[src/rtl/escc_pkg.sv]
// ---------------------------------------------------------------------------
// Edge stream component counter package
// Shared widths, token types and controller states for the label chain.
// ---------------------------------------------------------------------------
package escc_pkg;

    // Fixed field widths of the stream and configuration beats.
    localparam int END_W    = 8;
    localparam int CNT_W    = 9;
    localparam int S_DATA_W = 16;
    localparam int M_DATA_W = 16;

    // Default table size and the vertex count after reset.
    localparam int MAX_VERTICES_DEF = 256;
    localparam int VC_RESET         = 256;

    // What a token asks of each cell it passes.
    typedef enum logic {
        OP_LOOKUP  = 1'b0,
        OP_RELABEL = 1'b1
    } t_tok_op;

    // Control part of a token traveling down the cell chain.
    typedef struct packed {
        logic    valid;
        t_tok_op op;
    } t_tok_ctl;

    // Controller states.
    typedef enum logic [1:0] {
        ST_IDLE,
        ST_LOOKUP,
        ST_RELABEL,
        ST_DONE
    } t_state;

endpackage

[src/rtl/escc_cell.sv]
// ---------------------------------------------------------------------------
// Label cell
// Holds the component label of one vertex. A lookup token picks up the label
// when its endpoint matches this vertex; a relabel token rewrites the label
// when it matches the label being retired. The token moves on one cell per
// cycle.
// ---------------------------------------------------------------------------
module escc_cell #(
    parameter int LBL_W = 8,
    parameter int INDEX = 0
) (
    input  logic                i_clk,
    input  logic                i_rst_n,
    input  escc_pkg::t_tok_ctl  i_ctl,
    input  logic [LBL_W-1:0]    i_a,
    input  logic [LBL_W-1:0]    i_b,
    input  logic [LBL_W-1:0]    i_keep,
    input  logic [LBL_W-1:0]    i_gone,
    output escc_pkg::t_tok_ctl  o_ctl,
    output logic [LBL_W-1:0]    o_a,
    output logic [LBL_W-1:0]    o_b,
    output logic [LBL_W-1:0]    o_keep,
    output logic [LBL_W-1:0]    o_gone
);

    localparam logic [LBL_W-1:0] MY_INDEX = LBL_W'(INDEX);

    logic [LBL_W-1:0]   r_label;
    logic [LBL_W-1:0]   n_label;
    escc_pkg::t_tok_ctl r_ctl;
    logic [LBL_W-1:0]   r_a;
    logic [LBL_W-1:0]   r_b;
    logic [LBL_W-1:0]   r_keep;
    logic [LBL_W-1:0]   n_keep;
    logic [LBL_W-1:0]   r_gone;
    logic [LBL_W-1:0]   n_gone;

    // Lookup captures this label into the token; relabel updates the label.
    always_comb begin
        n_label = r_label;
        n_keep  = i_keep;
        n_gone  = i_gone;
        if (i_ctl.valid && i_ctl.op == escc_pkg::OP_LOOKUP) begin
            if (i_a == MY_INDEX) begin
                n_keep = r_label;
            end
            if (i_b == MY_INDEX) begin
                n_gone = r_label;
            end
        end
        if (i_ctl.valid && i_ctl.op == escc_pkg::OP_RELABEL && r_label == i_gone) begin
            n_label = i_keep;
        end
    end

    // Label and token control start clean after reset.
    always_ff @(posedge i_clk) begin
        if (!i_rst_n) begin
            r_label   <= MY_INDEX;
            r_ctl     <= '{valid: 1'b0, op: escc_pkg::OP_LOOKUP};
        end else begin
            r_label   <= n_label;
            r_ctl     <= i_ctl;
        end
    end

    // Token payload passes to the next cell.
    always_ff @(posedge i_clk) begin
        r_a    <= i_a;
        r_b    <= i_b;
        r_keep <= n_keep;
        r_gone <= n_gone;
    end

    assign o_ctl  = r_ctl;
    assign o_a    = r_a;
    assign o_b    = r_b;
    assign o_keep = r_keep;
    assign o_gone = r_gone;

endmodule

[config.mk]
export PLATFORM = sky130hd
export DESIGN_NAME = escc_cell
export DESIGN_NICKNAME = d
export VERILOG_FILES = /design/src/rtl/escc_pkg.sv /design/src/rtl/escc_cell.sv
export SDC_FILE = /design/constraint.sdc
export NUM_CORES = 1
export LEC_CHECK = 0
export BUFFER_PORTS_ARGS = -buffer_cell sky130_fd_sc_hd__buf_4
export CAP_MARGIN = 20
export CORE_AREA = 4 4 65 67
export DETAILED_ROUTE_END_ITERATION = 6
export DIE_AREA = 0 0 69 71
export PLACE_DENSITY = 0.71
export SYNTH_ARGS = -nofsm -noshare
export SYNTH_HDL_FRONTEND = slang
export SYNTH_SLANG_ARGS = --single-unit
[constraint.sdc]
create_clock -name i_clk -period 1.4 [get_ports i_clk]
set_input_delay 0.07 -clock i_clk [delete_from_list [all_inputs] [get_ports i_clk]]
set_output_delay 0.07 -clock i_clk [all_outputs]
set_load 0.01 [all_outputs]
=== Yosys cells after proc, flatten, opt, wreduce, memory -nomap -nowiden ===
Cells that the tools add are included.

* Flip-flop bits (word level): 42
* Bits in latches: 0
* Memory bits (writable): 0
* ROM bits: 0
* Bits of input ports: 36
* Output and inout bits: 34
* Word-level logic and storage cells: 18
* Memories: 0

* Add/sub/neg operators: 0
* $mul: 0
* Div/mod/pow operators: 0
* Magnitude comparators: 0
* Equal/unequal tests: 1
* Shift-type cells: 0
* Multiplexer cells: 4
* Bitwise gates (word level): 1
* Reductions and logical operators: 5

{| class="wikitable"
|+ Operator list
! operator !! number
|-
| two-way mux 8 bit || 4
|-
| zero test 8 bit || 2
|-
| == test 8 bit || 1
|-
| logical AND 1 bit || 3
|-
| inverter 1 bit || 1
|}

=== Longest topological paths before layout ===
* Depth after elaboration: 3
* Depth in mapped cells: 4
* Gate-level depth less buffers: 4

=== Least setup slack after synthesis ===
OpenSTA, ideal clock, no wires.

* Path kind: reg-to-reg
* Start: register r_label[7]
* End: register r_label[0]
* Setup time: 122 ps
* Arrival: 1121 ps
* Data required time: 1278 ps
* Setup slack: 157 ps
* Cell stages (with the launch flop): 5
* Path buffers: 0
* Period minus slack after synthesis: 1243 ps
* Cell sequence: dfxtp_1 -> xor2_1 -> nor4_4 -> nand3_4 -> mux2i_1

* Cells in the longest elaborated chain, start to end: 2

{| class="wikitable"
|+ RTL lines
! what !! RTL line !! RTL
|-
| from (decl) || escc_cell.sv:28 || <nowiki>logic [LBL_W-1:0] r_label;</nowiki>
|-
| from (signal assigned) || escc_cell.sv:62 || <nowiki>r_label <= n_label;</nowiki>
|-
| == test 8 bit || escc_cell.sv:51 || <nowiki>if (i_ctl.valid && i_ctl.op == escc_pkg::OP_RELABEL && r_label == i_gone) begin</nowiki>
|-
| logical AND 1 bit || escc_cell.sv:51 ||
|}

No other way between the ends.
A chain may end at the register's enable or synchronous reset.

=== Worst setup path in the final report ===
* Start: register r_label[4]
* End: register r_label[7]

Same word-level chain as after synthesis.

==> summary.md <==
| Metric | Value |
|---|---|
| First-pass GRT wire length | between 5 and 6 mm |
| Peak VDD IR | between 0.5 and 0.6 mV |
| Number of buffers created by CTS | 5 |
| Bufs and invs on worst path | 0 |
| Worst Tran Pin Value | 435 ps |
| Final period util | 94.1% |
| CP Data Required Time | approximately 1600 ps |
| Iter 0 DRT Violations | 18 |
| Leak Pwr | 1.06 nW |
| Final hold viol count | 0 |
| Reg2Reg Setup Slack | about 83 ps |
| Via-per-instance ratio | 4.50 |
| Global-route usage over all layers | roughly 15% |
| Routed wire length per instance | 14.5 um |
| Worst hold path startpoint | i_gone[3] |
| Sum Neg Setup Slack | 0 ps |
| Area contributors post-synth | dfxtp_1, mux2_2, mux2i_1 |
| Sequential area share after synthesis | 61.7% |
| Mapped Nets | 141 |
| Ys Warns | 0 |
| Sink Count | between 40 and 50 |
| Mapped Area | ~0.0014 sq mm |
| Area delta synth->final | 65.3% |
| Clock buffer depth | 2 |
| Rows | 22 |
| Full die area | 0.00490 sq mm |
| Area fraction of the dominant cell type after synthesis | ~62% |
| Final min period | 1320 ps |
| WS Path Type | flop to flop |
| Final setup vio count | 0 |
| Setup crit end kind | flop |
| Pwr/cell area | 1040 mW/mm^2 |
| Clock Skew | 1.64 ps |
| GR Layer Usage met1 | ~16% |
| Die Ht | 71 um |
| Overall Power | 2.33 mW |
| Slowest-stage cell, CP | dfxtp_4 |
| Async set or reset register ratio after synthesis | 0% |
| Met2 Usage GRT | a little over a quarter |
| #FFs+latches synth | 42 |
| Total gr overflow | 0 |
| Largest net degree at the start of global routing | 19 |
| Fillers | approximately 300 |
| Vias in the first global route | 1,132 |
| Tightest Hold Check Type | input port to flop |
| Register area | 846 sq um |
| Layout Nets | 235 |
| DRC viols | 0 |
| Die Wd | around 69 um |
| Pins over their slew limit | 0 |
| CTS tree | yes |
| Yosys cell types | 16 |
| Gr busiest metal | met2 |
| Clk pin slew, worst setup/hold paths | approximately 70 ps |
| Initial Util | 37.5% |
| Crit path arrival time | 1490 ps |
| Area of the multi-input gates | 542 sq um |
| Hpwl dp | between 2 and 2.5 mm |
| I/O Buffers | 69 |
| RD Place Congestion | 0.799 |
| Antenna violations before repair | 0 |
| Worst path max stage delay | 370 ps |
| Main synth FF type | dfxtp_1 |
| Clk_lat worst skew | between 200 and 300 ps |
| Max-cap viol count | 0 |
| Final WL | 3.61 mm |
| Via count | 1,117 |
| Share of cells above drive strength 1 | between 50% and 60% |
| Number of flops mapped to enable cells by yosys | 0 |
| Mean post-synth cell area | 13.0 sq um |
| Worst slew margin | a little over two thirds |
| Core area | 0.00363 sq mm |
| Origin of the critical flop-to-flop path | r_label[4] |
| I/O pins | 70 |
| DRT antenna net count | 0 |
| TritonRoute pass-1 iters | 4 |
| Post-Syn Instances | around 110 |
| H-tree depth | 2 |
| Critical Path Start | r_label[4] |
| Leading area contributor after synthesis | dfxtp_1 |
| CP Cell Sequence | xor2_4 -> nor4_4 -> nand3_4 -> mux2i_1 |
| Max frequency | 759 MHz |
| Antenna fix cells | 0 |
| CTS root buffer | clkbuf_8 |
| RSZ-0062 raised after global routing | false |
| Outcome | completed |
| Family with the most delay on the worst path | simple AND/OR/NAND/NOR gates |
| Crit Path Max Fanout | 8 |
| Met3 GRT Util | 3.55% |
| Critical path launch point type | flop |
## metal layers
layer / up-vias / share of wire (%)
li1: 541 / -
met1: 517 / 39
met2: 52 / 51
met3: 7 / 7.0
met4: 0 / 3.1
met5: - / 0
## state kept, by name, summed over array words and instances, names as in the netlist
register,flops
o_a,8
o_b,8
o_gone,8
o_keep,8
r_label,8
o_ctl,2
## kinds of logic after synthesis
| family | after synthesis | share of synthesized area [%] |
|---|---|---|
| DFF | 42 | 61.7 |
| buffers and inverters | 2 | 0.551 |
| muxes | 24 | 19.1 |
| xor gates and xnor gates | 8 | 5.14 |
| and+or+nand+nor | 29 | 13.6 |
## final cells by class
cell class	count	share of cell area (%)
multi-input combinational	61	24.0
clock inverter	1	0.222
tap	48	2.66
timing repair buffer	89	31.7
sequential	42	37.5
clock buffer	7	3.83
## synth_stat cells, types with 2 or more instances
cell	number
and2_1	2
clkbuf_1	2
dfxtp_1	42
mux2_1	2
mux2_2	14
mux2i_1	8
nand2_1	16
nand3_2	2
nor4_1	4
xor2_1	7
## worst register-to-register path, cell delays in order, from the launching register on
cell and delay, ps:
dfxtp_4 370, xor2_4 150, nor4_4 300, nand3_4 210, mux2i_1 170
## where the power goes
part	total (mW)	leakage (nW)	switching, mW	internal [mW]
Clock	0.768	0.0482	0.371	0.397
Combinational	0.306	0.658	0.116	0.190
Sequential	1.26	0.352	0.0154	1.24
## stage by stage
stage               util (%)  worst slack [ps]  hold slack, ps  instance area, sq um  cells
finish                  62.1              83.1            13.9                  2250    248
global route            62.1             0.794            6.44                  2250    248
CTS                     61.0              33.8            3.54                  2220    247
detailed placement      53.2              30.7             185                  1930    220
global placement        53.2              67.4             183                  1930    220
floorplan                  -               157            97.7                  1360    105
## layout by cell type (no fill, tap or decap), types with 2 or more instances in the layout
master / netlist / final
buf_4: 0 / 70
dfxtp_1: 42 / 40
dlygate4sd3_1: 0 / 19
nand2_1: 16 / 16
mux2_2: 14 / 14
mux2i_1: 8 / 8
clkbuf_8: 0 / 6
xor2_1: 7 / 5
nor4_1: 4 / 4
nand3_2: 2 / 2
mux2_1: 2 / 2
and2_1: 2 / 2
## repair_timing
action,4_1_cts,5_1_grt
endpoints found under the setup margin,0,3
hold endpoints to repair,19,0
setup buffers,0,1
hold buffers,19,0
resized for setup,0,6
## path summary, 6_finish.rpt
path	to	depth (start not counted)
setup / recovery	r_label[7]	4
hold / removal	o_gone[3]	2
setup reg to reg	r_label[7]	4
hold reg to reg	r_label[3]	2
(Power assumes the default switching activity.)
